## src/design/char_lcd_text_write_sequencer_top_macros.svh

```systemverilog
// Assertion macros for the character LCD text write sequencer.
// Used by the modules that carry concurrent checks; expects clk and arst_n in scope.
`ifndef CHAR_LCD_TEXT_WRITE_SEQUENCER_TOP_MACROS_SVH
`define CHAR_LCD_TEXT_WRITE_SEQUENCER_TOP_MACROS_SVH

// same-cycle implication
`define CLTS_ASSERT_IMP(lbl, ante, cons, msg) \
	lbl: assert property (@(posedge clk) disable iff (!arst_n) (ante) |-> (cons)) \
		else $error(msg);

// next-cycle implication
`define CLTS_ASSERT_NXT(lbl, ante, cons, msg) \
	lbl: assert property (@(posedge clk) disable iff (!arst_n) (ante) |=> (cons)) \
		else $error(msg);

`endif

```

## src/design/clts_pkg.sv

```systemverilog
// Shared types, constants and helpers of the character LCD text write sequencer.
// No dependencies.
`timescale 1ns / 1ps
package clts_pkg;

	localparam int COLUMNS    = 16;
	localparam int ROWS       = 4;
	localparam int COL_W      = $clog2(COLUMNS + 1);
	localparam int ROW_W      = 2;
	localparam int FIFO_DEPTH = 2;

	localparam logic [7:0] ADDR_CMD_BIT = 8'h80;
	localparam logic [7:0] BOTTOM_SHIFT = 8'd4;

	typedef enum logic [1:0] {
		REG_BOTTOM_VIEW    = 2'd0,
		REG_COMMAND_PREFIX = 2'd1,
		REG_DATA_PREFIX    = 2'd2
	} reg_idx_t;

	typedef struct packed {
		logic       bottom_view;
		logic [7:0] command_prefix;
		logic [7:0] data_prefix;
	} cfg_t;

	// one queued character: optional address command plus the data byte
	typedef struct packed {
		logic       send_cmd;
		logic [7:0] addr_byte;
		logic [7:0] char_code;
	} entry_t;

	function automatic logic [7:0] row_base(input logic [ROW_W-1:0] row);
		logic [7:0] b;
		case (row)
			2'd0:    b = 8'h04;
			2'd1:    b = 8'h24;
			2'd2:    b = 8'h44;
			2'd3:    b = 8'h64;
			default: b = 8'h04;
		endcase
		return b;
	endfunction

endpackage

```

## src/design/clts_ifs.sv

```systemverilog
// Channel interfaces: character input, bus write output, register write port.
// Standalone; no package dependency.
`timescale 1ns / 1ps
interface clts_in_if;
	logic       valid;
	logic       ready;
	logic [7:0] char_code;
	logic [3:0] start_column;
	logic [1:0] start_row;
	logic       begins_text;

	modport source(output valid, char_code, start_column, start_row, begins_text,
		input ready);
	modport sink(input valid, char_code, start_column, start_row, begins_text,
		output ready);
endinterface

interface clts_out_if;
	logic       valid;
	logic       ready;
	logic [7:0] prefix_byte;
	logic [7:0] payload_byte;
	logic       is_command;
	logic       last_of_run;

	modport source(output valid, prefix_byte, payload_byte, is_command, last_of_run,
		input ready);
	modport sink(input valid, prefix_byte, payload_byte, is_command, last_of_run,
		output ready);
endinterface

interface clts_cfg_if;
	logic       valid;
	logic       ready;
	logic [1:0] index;
	logic [7:0] data;

	modport source(output valid, index, data, input ready);
	modport sink(input valid, index, data, output ready);
endinterface

```

## src/design/clts_cfg.sv

```systemverilog
// Configuration register file: bottom view flag and the two control prefixes.
// Depends on clts_pkg and clts_cfg_if.
`timescale 1ns / 1ps
module clts_cfg (
	input  logic           clk,
	input  logic           arst_n,
	clts_cfg_if.sink       cfg,
	output clts_pkg::cfg_t regs
);
	import clts_pkg::*;

	cfg_t regs_q;

	assign cfg.ready = 1'b1;
	assign regs      = regs_q;

	always_ff @(posedge clk or negedge arst_n) begin
		if (!arst_n) begin
			regs_q.bottom_view    <= 1'b1;
			regs_q.command_prefix <= 8'h00;
			regs_q.data_prefix    <= 8'h40;
		end else if (cfg.valid) begin
			case (cfg.index)
				REG_BOTTOM_VIEW:    regs_q.bottom_view    <= cfg.data[0];
				REG_COMMAND_PREFIX: regs_q.command_prefix <= cfg.data;
				REG_DATA_PREFIX:    regs_q.data_prefix    <= cfg.data;
				default: ;
			endcase
		end
	end

endmodule

```

## src/design/clts_front.sv

```systemverilog
// Front end: accepts characters, tracks the cursor, decides on an address command.
// Depends on clts_pkg and clts_in_if; feeds clts_fifo.
`timescale 1ns / 1ps
module clts_front (
	input  logic             clk,
	input  logic             arst_n,
	clts_in_if.sink          char_in,
	input  clts_pkg::cfg_t   regs,
	output logic             push_valid,
	input  logic             push_ready,
	output clts_pkg::entry_t push_data
);
	import clts_pkg::*;

	logic [COL_W-1:0] col_q;
	logic [ROW_W-1:0] row_q;

	logic [COL_W-1:0] col_n;
	logic [COL_W-1:0] col_adv;
	logic [ROW_W-1:0] row_n;
	logic [ROW_W-1:0] row_sel;
	logic [COL_W-1:0] col_sel;
	logic             send_cmd;
	logic [7:0]       addr_sum;
	logic             accept;

	assign char_in.ready = push_ready;
	assign push_valid    = char_in.valid;
	assign accept        = char_in.valid && push_ready;

	always_comb begin
		row_sel = ({1'b0, char_in.start_row} < 3'(ROWS)) ? char_in.start_row : '0;
		col_sel = (6'(char_in.start_column) < 6'(COLUMNS)) ?
			COL_W'(char_in.start_column) : '0;
		if (char_in.begins_text) begin
			col_n    = col_sel;
			row_n    = row_sel;
			send_cmd = 1'b1;
		end else if (col_q >= COL_W'(COLUMNS)) begin
			col_n    = '0;
			row_n    = (row_q >= ROW_W'(ROWS - 1)) ? '0 : row_q + 1'b1;
			send_cmd = 1'b1;
		end else begin
			col_n    = col_q;
			row_n    = row_q;
			send_cmd = 1'b0;
		end
		col_adv  = (col_n < COL_W'(COLUMNS)) ? col_n + 1'b1 : col_n;
		addr_sum = row_base(row_n) + 8'(col_n)
			- (regs.bottom_view ? BOTTOM_SHIFT : 8'd0);
		push_data.send_cmd  = send_cmd;
		push_data.addr_byte = addr_sum | ADDR_CMD_BIT;
		push_data.char_code = char_in.char_code;
	end

	always_ff @(posedge clk or negedge arst_n) begin
		if (!arst_n) begin
			col_q <= '0;
			row_q <= '0;
		end else if (accept) begin
			col_q <= col_adv;
			row_q <= row_n;
		end
	end

endmodule

```

## src/design/clts_fifo.sv

```systemverilog
// Short queue between the front end and the write sequencer.
// Depends on clts_pkg.
`timescale 1ns / 1ps
module clts_fifo (
	input  logic             clk,
	input  logic             arst_n,
	input  logic             push_valid,
	output logic             push_ready,
	input  clts_pkg::entry_t push_data,
	output logic             pop_valid,
	input  logic             pop_ready,
	output clts_pkg::entry_t pop_data
);
	import clts_pkg::*;

	localparam int PTR_W = (FIFO_DEPTH > 1) ? $clog2(FIFO_DEPTH) : 1;
	localparam int CNT_W = $clog2(FIFO_DEPTH + 1);

	entry_t           mem [FIFO_DEPTH];
	logic [PTR_W-1:0] wr_ptr_q;
	logic [PTR_W-1:0] rd_ptr_q;
	logic [CNT_W-1:0] count_q;
	logic             do_push;
	logic             do_pop;

	assign push_ready = (count_q != CNT_W'(FIFO_DEPTH));
	assign pop_valid  = (count_q != '0);
	assign pop_data   = mem[rd_ptr_q];
	assign do_push    = push_valid && push_ready;
	assign do_pop     = pop_valid && pop_ready;

	always_ff @(posedge clk) begin
		if (do_push) begin
			mem[wr_ptr_q] <= push_data;
		end
	end

	always_ff @(posedge clk or negedge arst_n) begin
		if (!arst_n) begin
			wr_ptr_q <= '0;
			rd_ptr_q <= '0;
			count_q  <= '0;
		end else begin
			if (do_push) begin
				wr_ptr_q <= (wr_ptr_q == PTR_W'(FIFO_DEPTH - 1)) ? '0 : wr_ptr_q + 1'b1;
			end
			if (do_pop) begin
				rd_ptr_q <= (rd_ptr_q == PTR_W'(FIFO_DEPTH - 1)) ? '0 : rd_ptr_q + 1'b1;
			end
			if (do_push && !do_pop) begin
				count_q <= count_q + 1'b1;
			end else if (do_pop && !do_push) begin
				count_q <= count_q - 1'b1;
			end
		end
	end

endmodule

```

## src/design/clts_back.sv

```systemverilog
// Write sequencer: expands each queued character into command and data writes.
// Depends on clts_pkg, clts_out_if and the assertion macro header.
`timescale 1ns / 1ps
`include "char_lcd_text_write_sequencer_top_macros.svh"
module clts_back (
	input  logic             clk,
	input  logic             arst_n,
	input  logic             pop_valid,
	output logic             pop_ready,
	input  clts_pkg::entry_t pop_data,
	input  clts_pkg::cfg_t   regs,
	clts_out_if.source       wr_out
);
	import clts_pkg::*;

	logic       out_valid_q;
	logic [7:0] prefix_q;
	logic [7:0] payload_q;
	logic       is_cmd_q;
	logic       cmd_done_q;
	logic       load;
	logic       emit_cmd;

	assign load      = !out_valid_q || wr_out.ready;
	assign emit_cmd  = pop_data.send_cmd && !cmd_done_q;
	assign pop_ready = load && !emit_cmd;

	assign wr_out.valid        = out_valid_q;
	assign wr_out.prefix_byte  = prefix_q;
	assign wr_out.payload_byte = payload_q;
	assign wr_out.is_command   = is_cmd_q;
	assign wr_out.last_of_run  = !is_cmd_q;

	always_ff @(posedge clk or negedge arst_n) begin
		if (!arst_n) begin
			out_valid_q <= 1'b0;
			cmd_done_q  <= 1'b0;
		end else if (load) begin
			out_valid_q <= pop_valid;
			if (pop_valid) begin
				cmd_done_q <= emit_cmd;
			end
		end
	end

	always_ff @(posedge clk) begin
		if (load && pop_valid) begin
			is_cmd_q  <= emit_cmd;
			prefix_q  <= emit_cmd ? regs.command_prefix : regs.data_prefix;
			payload_q <= emit_cmd ? pop_data.addr_byte : pop_data.char_code;
		end
	end

	`CLTS_ASSERT_IMP(a_cmd_addr_bit, out_valid_q && is_cmd_q, payload_q[7], "address write lacks set-address bit")
	`CLTS_ASSERT_IMP(a_cmd_done_head, cmd_done_q, pop_valid, "command sent but its character left the queue")
	`CLTS_ASSERT_NXT(a_data_follows, wr_out.valid && wr_out.ready && is_cmd_q, out_valid_q && !is_cmd_q, "data write does not follow its command")

endmodule

```

## src/design/char_lcd_text_write_sequencer_top.sv

```systemverilog
// Top level of the character LCD text write sequencer.
// Depends on clts_pkg, clts_ifs, clts_cfg, clts_front, clts_fifo and clts_back.
`timescale 1ns / 1ps
// A character is accepted every cycle while the two-entry queue has room. Each character
// becomes one data write, or two writes (set-address command, then data) when it begins a
// text or follows a full row. The output register issues one write per cycle unless
// wr_out stalls it; an address command adds one write. The first write passes through
// the queue and then the output register before it reaches wr_out. The user must write
// registers only when no request is in flight; the block itself does not enforce it.
module char_lcd_text_write_sequencer_top (
	input  logic        clk,
	input  logic        arst_n,
	clts_in_if.sink     char_in,
	clts_out_if.source  wr_out,
	clts_cfg_if.sink    cfg
);
	import clts_pkg::*;

	cfg_t   regs;
	entry_t push_data;
	entry_t pop_data;
	logic   push_valid;
	logic   push_ready;
	logic   pop_valid;
	logic   pop_ready;

	clts_cfg u_cfg (
		.clk    (clk),
		.arst_n (arst_n),
		.cfg    (cfg),
		.regs   (regs)
	);

	clts_front u_front (
		.clk        (clk),
		.arst_n     (arst_n),
		.char_in    (char_in),
		.regs       (regs),
		.push_valid (push_valid),
		.push_ready (push_ready),
		.push_data  (push_data)
	);

	clts_fifo u_fifo (
		.clk        (clk),
		.arst_n     (arst_n),
		.push_valid (push_valid),
		.push_ready (push_ready),
		.push_data  (push_data),
		.pop_valid  (pop_valid),
		.pop_ready  (pop_ready),
		.pop_data   (pop_data)
	);

	clts_back u_back (
		.clk       (clk),
		.arst_n    (arst_n),
		.pop_valid (pop_valid),
		.pop_ready (pop_ready),
		.pop_data  (pop_data),
		.regs      (regs),
		.wr_out    (wr_out)
	);

endmodule
```

## src/flat_wrapper.sv

```systemverilog
// flat-port wrapper written by rule: the top's interface ports become plain ports
module char_lcd_text_write_sequencer_top_flat import clts_pkg::*;
  (clk, arst_n, char_in_valid, char_in_char_code, char_in_start_column, char_in_start_row, char_in_begins_text, char_in_ready, wr_out_valid, wr_out_prefix_byte, wr_out_payload_byte, wr_out_is_command, wr_out_last_of_run, wr_out_ready, cfg_valid, cfg_index, cfg_data, cfg_ready);
  clts_in_if char_in_i ();
  clts_out_if wr_out_i ();
  clts_cfg_if cfg_i ();
  input  logic clk;
  input  logic arst_n;
  input wire logic [$bits(char_in_i.valid)-1:0] char_in_valid;
  input wire logic [$bits(char_in_i.char_code)-1:0] char_in_char_code;
  input wire logic [$bits(char_in_i.start_column)-1:0] char_in_start_column;
  input wire logic [$bits(char_in_i.start_row)-1:0] char_in_start_row;
  input wire logic [$bits(char_in_i.begins_text)-1:0] char_in_begins_text;
  output wire logic [$bits(char_in_i.ready)-1:0] char_in_ready;
  output wire logic [$bits(wr_out_i.valid)-1:0] wr_out_valid;
  output wire logic [$bits(wr_out_i.prefix_byte)-1:0] wr_out_prefix_byte;
  output wire logic [$bits(wr_out_i.payload_byte)-1:0] wr_out_payload_byte;
  output wire logic [$bits(wr_out_i.is_command)-1:0] wr_out_is_command;
  output wire logic [$bits(wr_out_i.last_of_run)-1:0] wr_out_last_of_run;
  input wire logic [$bits(wr_out_i.ready)-1:0] wr_out_ready;
  input wire logic [$bits(cfg_i.valid)-1:0] cfg_valid;
  input wire logic [$bits(cfg_i.index)-1:0] cfg_index;
  input wire logic [$bits(cfg_i.data)-1:0] cfg_data;
  output wire logic [$bits(cfg_i.ready)-1:0] cfg_ready;
  assign char_in_i.valid = char_in_valid;
  assign char_in_i.char_code = char_in_char_code;
  assign char_in_i.start_column = char_in_start_column;
  assign char_in_i.start_row = char_in_start_row;
  assign char_in_i.begins_text = char_in_begins_text;
  assign char_in_ready = char_in_i.ready;
  assign wr_out_valid = wr_out_i.valid;
  assign wr_out_prefix_byte = wr_out_i.prefix_byte;
  assign wr_out_payload_byte = wr_out_i.payload_byte;
  assign wr_out_is_command = wr_out_i.is_command;
  assign wr_out_last_of_run = wr_out_i.last_of_run;
  assign wr_out_i.ready = wr_out_ready;
  assign cfg_i.valid = cfg_valid;
  assign cfg_i.index = cfg_index;
  assign cfg_i.data = cfg_data;
  assign cfg_ready = cfg_i.ready;
  char_lcd_text_write_sequencer_top u_core (.clk(clk), .arst_n(arst_n), .char_in(char_in_i), .wr_out(wr_out_i), .cfg(cfg_i));
endmodule
```

## config.mk

```make
export PLATFORM = sky130hd
export DESIGN_NAME = char_lcd_text_write_sequencer_top_flat
export DESIGN_NICKNAME = d
export VERILOG_FILES = /design/src/design/clts_pkg.sv /design/src/design/clts_ifs.sv /design/src/design/clts_cfg.sv /design/src/design/clts_front.sv /design/src/design/clts_fifo.sv /design/src/design/clts_back.sv /design/src/design/char_lcd_text_write_sequencer_top.sv /design/src/flat_wrapper.sv
export VERILOG_INCLUDE_DIRS = /design/src /design/src/design
export SDC_FILE = /design/constraint.sdc
export NUM_CORES = 1
export LEC_CHECK = 0
export BUFFER_PORTS_ARGS = -buffer_cell sky130_fd_sc_hd__buf_2
export CAP_MARGIN = 20
export CORE_MARGIN = 2
export CORE_UTILIZATION = 60
export DETAILED_ROUTE_END_ITERATION = 6
export PLACE_DENSITY = 0.86
export SLEW_MARGIN = 0
export SYNTH_ARGS = -nofsm -noshare
export SYNTH_HDL_FRONTEND = slang
export SYNTH_SLANG_ARGS = --single-unit
```

## constraint.sdc

```tcl
create_clock -name clk -period 4.7 [get_ports clk]
set_input_delay 0.705 -clock clk [delete_from_list [all_inputs] [get_ports clk]]
set_output_delay 0.705 -clock clk [all_outputs]
set_load 0.05 [all_outputs]
```

==> flow_results.org, run 1 <==
** Logic synthesis
- Share of the synthesized area in the top cell type :: 43.57%
- The Yosys step of the flow raised 0 warnings.
- The synthesized design contains 79 register bits.
- Dominant cells by area after synthesis :: edfxtp_1 44%, dfrtp_1 21%, mux2_2 9.0%
- Of all flip-flops after synthesis, the portion carrying an async set or reset was 37.97%.
- Sequential elements use 65.88% of the synthesized area.
- After technology mapping, the gate count stands at 206.
- Most frequently used cell type in the post-synthesis netlist :: edfxtp_1
- Synth top cells by count :: 49 x edfxtp_1, 28 x dfrtp_1, 27 x mux2_2
- Post-synth top flop :: edfxtp_1
- The average instance in the mapped netlist occupies 16.39 µm².
- Number of different library cells in the post-synthesis netlist :: 37
- The cell area that synthesis handed to floorplanning was 3377 µm².
- Number of enable-type register cells in the synthesized netlist :: 49
- Of all cell types, the one taking the most synthesized area is edfxtp_1.

** STA
- Across all setup checks in the final design, the least slack found is 2.128 ns.
- Period minus WS final :: 2.572 ns
- Max-slew violations :: 0
- RSZ-0062 raised after global routing :: false
- Static timing analysis puts the maximum clock frequency at 388.7 MHz.
- Setup-failing EPs final :: 0
- In this run the tightest slew margin relative to its limit is 48.20%.
- Slew at the pin closest to its max-slew limit :: 0.7770 ns
- Worst clock skew :: 0.008944 ns
- The count of final hold-check violations is 0.
- Summed negative setup slack over all endpoints :: 0 ns
- Of the available clock period, the critical path in the final layout requires 54.73%.

** Clock tree
- The later pin in the worst-skew pair is clocked with a latency of 0.35 ns.
- Clock-pin slew of the registers on the worst-case setup and hold paths :: 0.08 ns
- Buffers inserted during clock tree synthesis total 9.
- In this run the clock root is driven by a clkbuf_8.
- In this run the post-CTS setup repair buffer count came out at 0.
- Clock Path Buffers :: 2
- The clock tree synthesis step divided the H-tree into 3 levels.
- Clock tree sinks :: 79
- In this run, post-CTS repair resized a total of 0 instances.
- TritonCTS clock tree :: yes
- For this design, the CTS-stage hold fixing added 0 buffers.

** Critical path
- By startpoint and endpoint, the worst setup path is classified as in -> reg.
- Data arrival at the endpoint of the critical path :: 2.66 ns
- STA classifies the critical path endpoint as a flip-flop.
- Worst-path fanout max :: 13
- CP startpoint kind :: input port
- Critical Path RT :: 4.79 ns

** Power and ir drop
- IR analysis of the VDD net gives a maximum drop of 0.0004035 V.
- Combinational cells account for 37.5% of the total power.
- The clock network burns 17.7% of the power.
- P per Cell Area :: 677.2 nW/µm²
- Of the total power, the share spent switching nets is 37.98%.
- Cell internal power was estimated by the tool at 1.624 mW.
- Net Switching :: 994.4 µW
- Part of the power in registers :: 44.8%
- Standby leakage power :: 1.591 nW

** Die
- X dimension of the die :: 79.02 µm
- Die ar. :: 6244 µm²
- Die Y :: 79.02 µm
- Initial core utilization :: 61.71%
- Row count :: 27
- In this run the standard cell core region covers 5473 µm².
- 51 I/O pins were placed.

** Detailed routing
- Antenna Nets Post-Route :: 0
- The first routing iteration left 98 violations.
- Final routed DRC violation total :: 0
- Post-Route WL :: 5724 µm
- DR vias :: 1850
- Using the TritonRoute via totals, the vias-per-cell ratio works out to 5.441.
- The first detailed-routing pass ran for 4 iterations.
- After detailed routing, the average wire length per cell comes to 16.84 µm.

** Finish
- The layout has 378 filler cells.
- In the final layout, the share of cells above drive strength 1 is 40.30%.
- Once layout is complete, the utilization of the core stands at 70.64%.
- 0 antenna diodes ended up in the layout.
- Final nets :: 303
- The sequential cells in the finished layout cover a total of 2225 µm².
- From synthesis to final layout, the design area changed by 14.49%.
- Footprint of the multi-input gates :: 1071 µm²

** Placed design
- Number of buffer cells added on primary ports :: 49
- Final RePlAce weighted congestion :: 0.7431
- Detailed placement finished with a half-perimeter wire length of 3982 µm.
- At the placement stage, the worst setup path has a slack of 1.822 ns.

** Global routing
- The first global-routing pass estimated 9321 µm of wire.
- The initial antenna violation count is 0.
- Sum of overflow across all layers after global routing :: 0
- The via count of the first global-routing pass was 1905.
- Gr usage total :: 20.39%
- Maximum number of pins on one net before global-route repair :: 31

** Min path
- Worst Hold Class :: in -> async

** Run status
- The flow ran to the end, and the final reports show no timing, DRC or antenna violations.

** Job
- Number of maximum-capacitance constraint violations :: 0
-- path summary, 6_finish.rpt --
path / start / end / slack (ns) / cells past startpoint
worst min-delay path: arst_n / u_core.u_cfg.regs[1] / 0.39 / 1
worst min register to register: u_core.u_fifo.count_q[1] / u_core.u_fifo.count_q[1] / 0.50 / 1
worst max-delay path: char_in_begins_text / u_core.u_fifo.mem[0][14] / 2.13 / 10
worst max register to register: u_core.u_front.col_q[4] / u_core.u_fifo.mem[0][14] / 2.22 / 9
max in group asynchronous: arst_n / u_core.u_front.col_q[4] / 3.86 / 1
min in group clk: u_core.u_fifo.count_q[1] / u_core.u_fifo.count_q[1] / 0.50 / 1
-- sequential cells by signal, indices dropped and copies added, names as in the netlist --
signal,flops
u_core.u_back.cmd_done_q,1
u_core.u_back.wr_out.is_command,1
u_core.u_back.wr_out.payload_byte,8
u_core.u_back.wr_out.prefix_byte,8
u_core.u_back.wr_out.valid,1
u_core.u_cfg.regs,17
u_core.u_fifo.count_q,2
u_core.u_fifo.mem,32
u_core.u_fifo.rd_ptr_q,1
u_core.u_fifo.wr_ptr_q,1
u_core.u_front.col_q,5
u_core.u_front.row_q,2
-- layer usage --
| metal | up-vias | global-route usage [%] | routed length [µm] |
|---|---|---|---|
| met4 | 0 | 8.103 | 73 |
| met2 | 42 | 33.47 | 2853 |
| met1 | 919 | 26.01 | 2567 |
| met3 | 10 | 5.568 | 229 |
| met5 | - | 0 | 0 |
| li1 | 879 | - | - |
-- power groups by stage --
stage	clock network, mW	registers (mW)	logic, mW
finish	0.462	1.17	0.983
global route	0.499	1.20	1.06
CTS	0.473	1.17	0.994
detailed placement	0	1.19	0.989
global placement	0	1.17	0.949
floorplan	0	1.41	0.546
-- cell families after synthesis --
group / count (synthesis) / synth area share (%)
flops: 79 / 65.88
mux: 39 / 15.89
simple gates: 28 / 4.594
compound gates: 22 / 4.483
buf+inv: 16 / 2.631
fa+ha+maj: 10 / 3.705
xor+xnor: 10 / 2.594
other cells: 2 / 0.2224
-- layout by cell type (no fill, tap or decap), drive strengths merged, types with 2 or more instances in the layout --
cell | synthesis | final
nand3b | 2 | 2
mux2i | 4 | 4
ha | 10 | 10
dfstp | 2 | 2
nand2b | 2 | 2
xor2 | 3 | 3
a21o | 2 | 2
conb | 2 | 3
edfxtp | 49 | 49
a22oi | 2 | 2
clkinv | 0 | 4
mux2 | 28 | 28
nand2 | 11 | 11
o21ai | 9 | 9
inv | 10 | 11
xnor2 | 7 | 7
a21oi | 4 | 4
buf | 6 | 51
dfrtp | 28 | 28
nor2 | 8 | 8
mux4 | 7 | 7
clkbuf | 0 | 11
-- cell type report --
type,count,area share [%]
inverters,10,0.9709
clock inverters,5,0.7767
clock buffers,11,3.948
well taps,72,2.330
flip-flops and latches,79,57.54
multi-input cells,112,27.70
repair buffers,51,6.731
-- critical path, stage by stage --
cell and delay, ns:
buf_2 0.21, nor2_1 0.13, a22oi_2 0.32, ha_1 0.21, inv_1 0.04, ha_1 0.34, a21o_1 0.21, a41oi_2 0.22
o21ai_1 0.12, xor2_1 0.16
-- stage by stage --
| step | cells | cell area [µm²] | hold slack (ns) | power (mW) |
|---|---|---|---|---|
| 3_5_place_dp | 324 | 3684 | 0.4879 | 2.176 |
| 6_report | 340 | 3866 | 0.3901 | 2.618 |
| 3_3_place_gp | 324 | 3684 | 0.4797 | 2.122 |
| 2_1_floorplan | 207 | 3381 | 0.4094 | 1.953 |
| 5_1_grt | 340 | 3866 | 0.4364 | 2.756 |
| 4_1_cts | 340 | 3866 | 0.3858 | 2.641 |
Note: power is estimated with default switching activity, not from simulation.
==> run 2, diff against run 1 <==
--- a/config.mk
+++ b/config.mk
@@ -6,12 +6,13 @@
 export SDC_FILE = /design/constraint.sdc
 export NUM_CORES = 1
 export LEC_CHECK = 0
+export ABC_AREA = 1
 export BUFFER_PORTS_ARGS = -buffer_cell sky130_fd_sc_hd__buf_2
 export CAP_MARGIN = 20
 export CORE_MARGIN = 2
-export CORE_UTILIZATION = 60
+export CORE_UTILIZATION = 51
 export DETAILED_ROUTE_END_ITERATION = 6
-export PLACE_DENSITY = 0.86
+export PLACE_DENSITY = 0.78
 export SLEW_MARGIN = 0
 export SYNTH_ARGS = -nofsm -noshare
 export SYNTH_HDL_FRONTEND = slang
==> constraint.sdc (replaced) <==
create_clock -name clk -period 2.1 [get_ports clk]
set_input_delay 0.315 -clock clk [delete_from_list [all_inputs] [get_ports clk]]
set_output_delay 0.315 -clock clk [all_outputs]
set_load 0.05 [all_outputs]
==> run 2 against run 1 <==
The flow now finishes with violations (setup timing); critical path type is now reg -> reg; total power grew 140%; sequential share of layout area shrank 4.0 points; non-clock buffer count grew 16; combinational power grew to 2.7 times the previous value; cell count grew 33%; synthesized cell count grew 46%; clock power grew to 2.6 times the previous value; final area grew 7.6%.
==> flow_results.org, run 2 <==
** Placed design
- The worst setup slack before clock tree synthesis came to -0.1846 ns (-2.006 ns).
- Placed inst area :: 3864 µm² (+4.9%)
- The cell count after placement was 434 (+34%).
- Final RePlAce weighted congestion :: 0.7732 (+4.1%)
- Number of buffer cells added on primary ports :: 49 (unchanged)
- DP HPWL :: 4177 µm (+4.9%)

** Finish
- Largest reg by FF count :: u_core.u_fifo.mem
- Most frequent cells in the layout :: 76 x nand2_1, 49 x buf_2, 49 x edfxtp_1
- Most common library cell in the layout ignoring fill and taps :: nand2_1
- The number of filler instances in the final layout came to 510 (+35%).
- Final nets :: 411 (+36%)
- Final std cell area, no fill :: 4159 µm² (+7.6%)
- Number of antenna cells inserted :: 0 (unchanged)
- Non-Filler Instances :: 453 (+33%)
- The area growth from synthesis to layout is 20.43%.
- The share of cells above drive strength 1 is 33.51% (-6.8 points).
- Flip-flop count of the largest register, all copies and words added :: 32 (unchanged)
- The final core utilization came to 64.39% (-6.3 points).

** Logic synthesis
- Async set-or-reset flop fraction in the synthesized netlist :: 37.97% (unchanged)
- The share of synthesized cell area in and, or, nand and nor gates was 13.70% (+9.1 points).
- The number of warnings reported in the yosys synthesis log was 0 (unchanged).
- The mux cell area share after synthesis is 2.029% (-14 points).
- The xor and xnor area share after synthesis came to 1.775% (-0.82 points).
- After synthesis, the most frequently instantiated cells are 78 x nand2_1, 49 x edfxtp_1, 28 x dfrtp_1, 28 x o21ai_0, 24 x inv_1.
- Syn Inst Count :: 300 (+46%)
- By instance count, the leading cell after synthesis is nand2_1.
- The portion of synthesized cell area occupied by the leading cell type came to 42.61% (-0.96 points).
- The distinct cell type count of the synthesized netlist was 36 (-2.7%).
- The post-synthesis instance area came to 3453 µm² (+2.3%).
- For this run, the leading register cell type out of synthesis is edfxtp_1.
- Ranked by total cell area, the synthesized netlist is headed by edfxtp_1 43%, dfrtp_1 20%, nand2_1 8.5%.
- Number of storage elements in the synthesis netlist :: 79 (unchanged)
- Post-Synth Adder-Cell Area :: 3.623% (-0.082 points)
- The largest total area in the synthesized netlist belongs to edfxtp_1.
- Number of enable-type register cells in the synthesized netlist :: 49 (unchanged)
- The complex-gate fraction of the synthesized area is 9.094% (+4.6 points).
- The sequential fraction of the synthesis area came to 64.42% (-1.5 points).
- By area, the combinational part of the netlist is dominated by simple AND/OR/NAND/NOR gates.
- The post-synthesis average cell area was 11.51 µm² (-30%).

** Min path
- The worst hold path belongs to the class in -> async.

** Detailed routing
- DRT Pass-1 Iters :: 4 (unchanged)
- Post-Route WL :: 6196 µm (+8.2%)
- DRC marker count from the first detailed-route iteration :: 120 (+22%)
- DR vias :: 2294 (+24%)
- Final routed DRC violation total :: 0 (unchanged)
- Vias/cell :: 5.064 (-6.9%)
- Antenna Nets Post-Route :: 0 (unchanged)
- Routed wire length per instance :: 13.68 µm (-19%)

** Critical path
- The number of buffers and inverters on the critical path came to 0 (-2).
- Crit path capture type :: flip-flop
- CP startpoint kind :: flip-flop
- The critical path goes through ha_2, o21ai_2, o21ai_2, a21oi_2, ha_2, nor2_2, ha_4, a21oi_2, a21boi_2, nand2_1, nand2_1, nand2_1.
- The most critical setup path has its startpoint at u_core.u_front.row_q[0].
- Cell seen most often among critical-path stages :: nand2_1
- On the critical path the largest part of the delay comes from compound AO/OA/AOI/OAI gates.
- The largest stage delay on the critical path came to 0.39 ns (+0.05 ns).
- Worst-path fanout max :: 3 (-10)
- The arrival time of data at the critical path endpoint came to 2.27 ns (-0.39 ns).
- In this run the critical register-to-register path is launched from u_core.u_front.row_q[0].
- Worst Setup Path Type :: reg -> reg
- Critical Path RT :: 2.18 ns (-2.61 ns)
- CP max-delay cell :: dfrtp_1
- Register-to-register path setup slack :: -0.09 ns (-2.31 ns)

** Clock tree
- Clock tree sinks :: 79 (unchanged)
- CTS HTree Levels :: 3 (unchanged)
- Clock-pin slew of the registers on the worst-case setup and hold paths :: 0.08 ns (about the same)
- The clock insertion delay at the later pin of the skew report was 0.34 ns (about the same).
- TritonCTS built the clock tree.
- Clock Path Buffers :: 2 (unchanged)
- Clk root buf :: clkbuf_8
- Number of buffers created by CTS :: 9 (unchanged)

** STA
- Worst path setup slack after routing :: -0.08559 ns (-2.213 ns)
- The smallest hold slack is 0.002287 ns (-0.3878 ns).
- Slew at the pin closest to its max-slew limit :: 0.6766 ns (-0.1004 ns)
- Share of the cycle needed by the critical path after routing :: 104.1%
- After layout, the minimum clock period comes to 2.186 ns.
- The final number of max-transition violations is 0 (unchanged).
- The total negative setup slack came to -0.1649 ns (-0.1649 ns).
- The count of final hold-check violations was 0 (unchanged).
- The headroom to the max-slew limit came to 54.89% (+6.7 points).
- The number of setup violations in the final report was 2 (+2).
- Setup repair after global routing could not meet its margin everywhere.
- Worst clock skew :: 0.01147 ns (+0.002523 ns)
- For this run, the top clock speed supported by timing is 457.5 MHz.

** Die
- The horizontal die dimension was 86.29 µm (+9.2%).
- Die Y :: 86.29 µm (+9.2%)
- Die ar. :: 7445 µm² (+19%)
- The top-level port count was 51 (unchanged).
- Initial core utilization :: 53.47% (-8.2 points)
- The placeable core area is 6459 µm² (+18%).
- The number of rows in the core area was 29 (+7.4%).

** Global routing
- The largest net degree at the start of global routing came to 31 (unchanged).
- Wire length of the first global-routing pass :: 10110 µm (+8.4%)
- Initial antenna violation count :: 0 (unchanged)
- Via count of the first global-routing pass :: 2251 (+18%)
- Gr usage total :: 17.84% (-2.6 points)
- The sum of overflow across all layers after global routing is 0 (unchanged).

** Power and ir drop
- IR drop worst, VDD :: 0.0007646 V (+89%)
- Net Switching :: 2.519 mW (+150%)
- Internal power contribution :: 3.853 mW (+140%)
- Share of total power consumed by net switching :: 39.54% (+1.6 points)
- The sequential share of power came to 39.6% (-5.2 points).
- Portion of total power attributed to the clock network :: 18.8% (+1.1 points)
- Standby leakage power :: 1.886 nW (+19%)
- The part of the total power dissipated in combinational logic came to 41.5% (+4.0 points).
- The power density over the cells is 1532 nW/µm² (+130%).
- Total power after layout :: 6.372 mW (+140%)

** Run status
- The final reports fail on setup timing.
- Run status :: finished, violations left

** Job
- The number of max-capacitance violations reported was 0 (unchanged).
## run 2: cell count changes after synthesis, moves of 5 or more
| cell | delta |
|---|---|
| inv_1 | +14 |
| nand3_1 | +10 |
| nand2_1 | +67 |
| o21ai_0 | +20 |
| mux2_2 | -27 |
| mux4_2 | -5 |
| or2_2 | +7 |
## run 2: timing repair
item                                    4_1_cts  5_1_grt
gates resized for setup                       1       10
pin swaps                                     4        9
endpoints found under the setup margin        4        6
gates cloned                                  0        0
setup buffers                                 3        1
hold buffers                                  0        0
## run 2: area by class of cell
class	instances	area, µm²	share of cell area (%)
Multi-Input combinational cell	187	1134	27.26
Timing Repair Buffer	67	380.4	9.146
Sequential cell	79	2226	53.52
Inverter	27	106.4	2.557
Tap cell	77	96.34	2.316
Clock inverter	4	50.05	1.203
Clock buffer	12	166.4	4.001
## run 2: layer usage
| metal | vias to the layer above | wire (µm) | track usage [%] |
|---|---|---|---|
| met5 | - | 0 | 0 |
| met4 | 0 | 82 | 9.091 |
| met3 | 6 | 233 | 3.905 |
| met2 | 54 | 3094 | 29.67 |
| met1 | 1085 | 2785 | 22.04 |
| li1 | 1149 | - | - |
## run 2: kinds of logic after synthesis
family | after synthesis
simple gates | 112
flops | 79
compound gates | 48
buf+inv | 35
fa+ha+maj | 10
xor+xnor | 7
mux | 7
other cells | 2
## run 2: final timing paths
path,depth (start not counted),end
max,12,u_core.u_fifo.mem[0][14]
min,1,u_core.u_fifo.count_q[1]
max reg2reg,12,u_core.u_fifo.mem[0][14]
min reg2reg,2,u_core.u_front.col_q[1]
max in group asynchronous,1,u_core.u_front.col_q[4]
min in group clk,2,u_core.u_back.wr_out.valid
## run 2: worst reg2reg max path, stage by stage (launching register included)
cell,delay (ns)
dfrtp_1,0.39
ha_2,0.19
o21ai_2,0.13
o21ai_2,0.07
a21oi_2,0.19
ha_2,0.20
nor2_2,0.05
ha_4,0.25
a21oi_2,0.11
a21boi_2,0.17
nand2_1,0.06
nand2_1,0.06
nand2_1,0.07
## run 2: power groups by stage
stage	combinational, mW	sequential, mW	clock, mW
after floorplan	1.38	3.14	0
after CTS	2.60	2.53	1.23
after global routing	2.90	2.57	1.29
after detailed placement	2.56	2.56	0
after global placement	2.49	2.54	0
final	2.65	2.53	1.20
==> run 3, diff against run 2 <==
--- a/config.mk
+++ b/config.mk
@@ -9,10 +9,12 @@
 export ABC_AREA = 1
 export BUFFER_PORTS_ARGS = -buffer_cell sky130_fd_sc_hd__buf_2
 export CAP_MARGIN = 20
+export CELL_PAD_IN_SITES_DETAIL_PLACEMENT = 0
+export CELL_PAD_IN_SITES_GLOBAL_PLACEMENT = 1
 export CORE_MARGIN = 2
-export CORE_UTILIZATION = 51
+export CORE_UTILIZATION = 40
 export DETAILED_ROUTE_END_ITERATION = 6
-export PLACE_DENSITY = 0.78
+export PLACE_DENSITY = 0.77
 export SLEW_MARGIN = 0
 export SYNTH_ARGS = -nofsm -noshare
 export SYNTH_HDL_FRONTEND = slang
==> run 3 against run 2 <==
The flow still finishes with violations (setup timing); clock skew decreased by 0.0020 ns; fmax decreased by 1.1%; register-to-register slack got worse by 0.02 ns; largest cell class unchanged.
==> flow_results.org, run 3 (synthesized netlist as in run 2, its figures left out) <==
** Finish
- The number of flip-flops in the largest register came to 32 (unchanged).
- Number of antenna cells inserted :: 0 (unchanged)
- Share of final-layout standard cells stronger than drive strength 1 :: 30.67% (-2.8 points)
- Util after Layout :: 49.77% (-15 points)
- From synthesis to final layout, the design area changed by 19.60%.
- Leaving out fill and tap cells, the most frequent cells in the layout are 78 x nand2_1, 49 x buf_2, 49 x edfxtp_1.
- Counting flops per register, the top entry is u_core.u_fifo.mem.
- The number of filler instances in the final layout came to 761 (+49%).
- Final nets :: 410 (-0.24%)
- The library cell used most frequently in the layout, excluding fill and tap cells, is nand2_1.

** Detailed routing
- Routed wire length per instance :: 12.50 µm (-8.6%)
- DRT Pass-1 Iters :: 4 (unchanged)
- DRC marker count from the first detailed-route iteration :: 87 (-28%)
- The detailed-route DRC error count came to 0 (unchanged).
- The total wire length after detailed routing came to 6000 µm (-3.2%).
- DR vias :: 2263 (-1.4%)
- The detailed-route vias per instance came to 4.715 (-6.9%).
- Antenna Nets Post-Route :: 0 (unchanged)

** Die
- The placeable core area came to 8299 µm² (+28%).
- The area of the die is 9393 µm² (+26%).
- The horizontal die dimension is 96.92 µm (+12%).
- The vertical die dimension was 96.92 µm (+12%).
- Initial core utilization :: 41.61% (-12 points)
- Row count :: 33 (+14%)
- The top-level port count came to 51 (unchanged).

** Power and ir drop
- P per Cell Area :: 1501 nW/µm² (-2.0%)
- The maximum vdd drop was 0.0008946 V (+17%).
- The leakage power is 1.875 nW (-0.58%).

** Clock tree
- Clock latency reported for the late side of the worst-skew pair :: 0.35 ns (about the same)
- The hold buffer count at cts was 0 (unchanged).
- CTS HTree Levels :: 3 (unchanged)
- The worst-case clock buffer depth was 2 (unchanged).
- The count of clock tree sinks is 79 (unchanged).
- TritonCTS clock tree :: yes
- The tree is rooted in a clkbuf_8.
- The clock transition at the registers of the reported paths was 0.09 ns (about the same).
- The number of clock buffers inserted by TritonCTS came to 9 (unchanged).

** Critical path
- Reg2reg path depth :: 12 (unchanged)
- CP max-delay cell :: dfrtp_1
- CP startpoint kind :: flip-flop
- Walking the worst path, the cells encountered are ha_2, o21ai_1, o21ai_1, a21oi_2, ha_2, nor2_1, ha_1, a21oi_1, a21boi_2, nand2_1, nand2_1, nand2_1.
- Worst reg2reg endpoint :: u_core.u_fifo.mem[0][14]
- Worst-path fanout max :: 3 (unchanged)
- The arrival time of data at the critical path endpoint came to 2.31 ns (+0.04 ns).
- Critical path's largest stage delay :: 0.39 ns (about the same)
- The slack of the worst reg-to-reg path is -0.11 ns (-0.02 ns).
- Cell seen most often among critical-path stages :: nand2_1
- The worst setup path is captured at a flip-flop.
- Reg2Reg Launch Point :: u_core.u_front.row_q[1]
- Worst Setup Path Type :: reg -> reg
- The critical path data required time was 2.20 ns (+0.02 ns).

** Min path
- In this run the worst hold path is classified as in -> async.

** STA
- The count of final hold-check violations is 0 (unchanged).
- The number of setup violations in the final report is 2 (unchanged).
- The final period utilization was 105.2% (+1.1 points).
- The total negative setup slack is -0.2185 ns (-0.05360 ns).
- Tightest slew margin relative to the limit :: 52.03% (-2.9 points)
- RSZ-0062 raised after global routing :: true
- The smallest setup slack after layout came to -0.1096 ns (-0.02397 ns).
- Worst clock skew :: 0.009499 ns (-0.001968 ns)
- Period minus WS final :: 2.210 ns (+0.02397 ns)
- The transition time at the pin with the least slew margin is 0.7195 ns (+0.04289 ns).
- The final number of max-transition violations came to 0 (unchanged).
- The peak clock frequency supported by timing is 452.6 MHz (-1.1%).

** Placed design
- The number of port buffers came to 49 (unchanged).
- Setup slack at placement :: -0.09894 ns (+0.08571 ns)
- The final estimated routing congestion in global placement was 0.7645 (-1.1%).
- The sum of net half-perimeters after detailed placement came to 4185 µm (+0.20%).

** Run status
- The run finished, with violations left.
- Violations in the final reports :: setup timing

** Global routing
- The via count of the first global-routing pass is 2257 (+0.27%).
- Wire length of the first global-routing pass :: 10560 µm (+4.4%)
- Sum of overflow across all layers after global routing :: 0 (unchanged)
- Initial antenna violation count :: 0 (unchanged)
- The largest net degree at the start of global routing came to 31 (unchanged).
- The all-layer global routing usage is 14.17% (-3.7 points).

** Job
- The number of max-capacitance violations reported is 0 (unchanged).
-- run 3: cell count changes in the layout (fill, tap and decap cells not counted), sizes merged --
cell    change
buf         -1
bufinv      -1
clkinv      +2
inv         -1
-- run 3: worst max path at each step --
stage | from | end | slack (ns) | cells past startpoint
finish | u_core.u_front.row_q[1] | u_core.u_fifo.mem[0][14] | -0.11 | 12
CTS | u_core.u_front.row_q[1] | u_core.u_fifo.mem[0][14] | -0.09 | 12
global placement | u_core.u_front.row_q[1] | u_core.u_fifo.mem[1][14] | -0.05 | 12
floorplan | u_core.u_back.wr_out.valid | u_core.u_fifo.count_q[1] | -0.06 | 8
global route | u_core.u_front.row_q[1] | u_core.u_fifo.mem[1][14] | -0.28 | 12
detailed placement | u_core.u_front.row_q[1] | u_core.u_fifo.mem[0][14] | -0.1 | 12
-- run 3: worst max-delay path: cells and delay by family (launching register included) --
kind            cells  cell delay [ns]
flops               1             0.39
compound gates      5             0.69
simple gates        4             0.21
fa+ha+maj           3             0.67
-- run 3: per-layer routing --
| metal | wire (µm) | up-vias | track usage, % |
|---|---|---|---|
| li1 | - | 1150 | - |
| met1 | 2827 | 1053 | 18.73 |
| met2 | 2793 | 51 | 22.44 |
| met3 | 277 | 9 | 3.251 |
| met4 | 102 | 0 | 6.176 |
| met5 | 0 | - | 0 |
-- run 3: cell type report --
type | count | area, µm² | area share (%)
clock inverters | 4 | 33.78 | 0.8179
flip-flops and latches | 79 | 2225 | 53.86
repair buffers | 66 | 372.9 | 9.028
well taps | 105 | 131.4 | 3.181
inverters | 27 | 106.4 | 2.575
clock buffers | 12 | 177.7 | 4.302
multi-input cells | 187 | 1084 | 26.23
-- run 3: timing repair --
action,4_1_cts,5_1_grt
gates resized for setup,0,1
setup buffers,1,2
endpoints found under the setup margin,2,6
pin swaps,3,3
hold endpoints to repair,0,0
-- run 3: report_power, final --
part | switching [mW] | internal, mW | leakage [nW] | total (mW)
combinational | 1.71 | 0.815 | 0.938 | 2.53
sequential | 0.192 | 2.33 | 0.828 | 2.52
clock | 0.563 | 0.585 | 0.109 | 1.15
-- run 3: stage by stage --
stage          instances  area [µm²]  hold WS, ns  power (mW)
5_1_grt              480        4130      0.07415       6.634
3_3_place_gp         461        3891       0.3991       5.046
3_5_place_dp         461        3891       0.4067       5.110
2_1_floorplan        301        3481      0.01941       4.527
4_1_cts              478        4110      0.02503       6.270
6_report             480        4130      0.02354       6.200
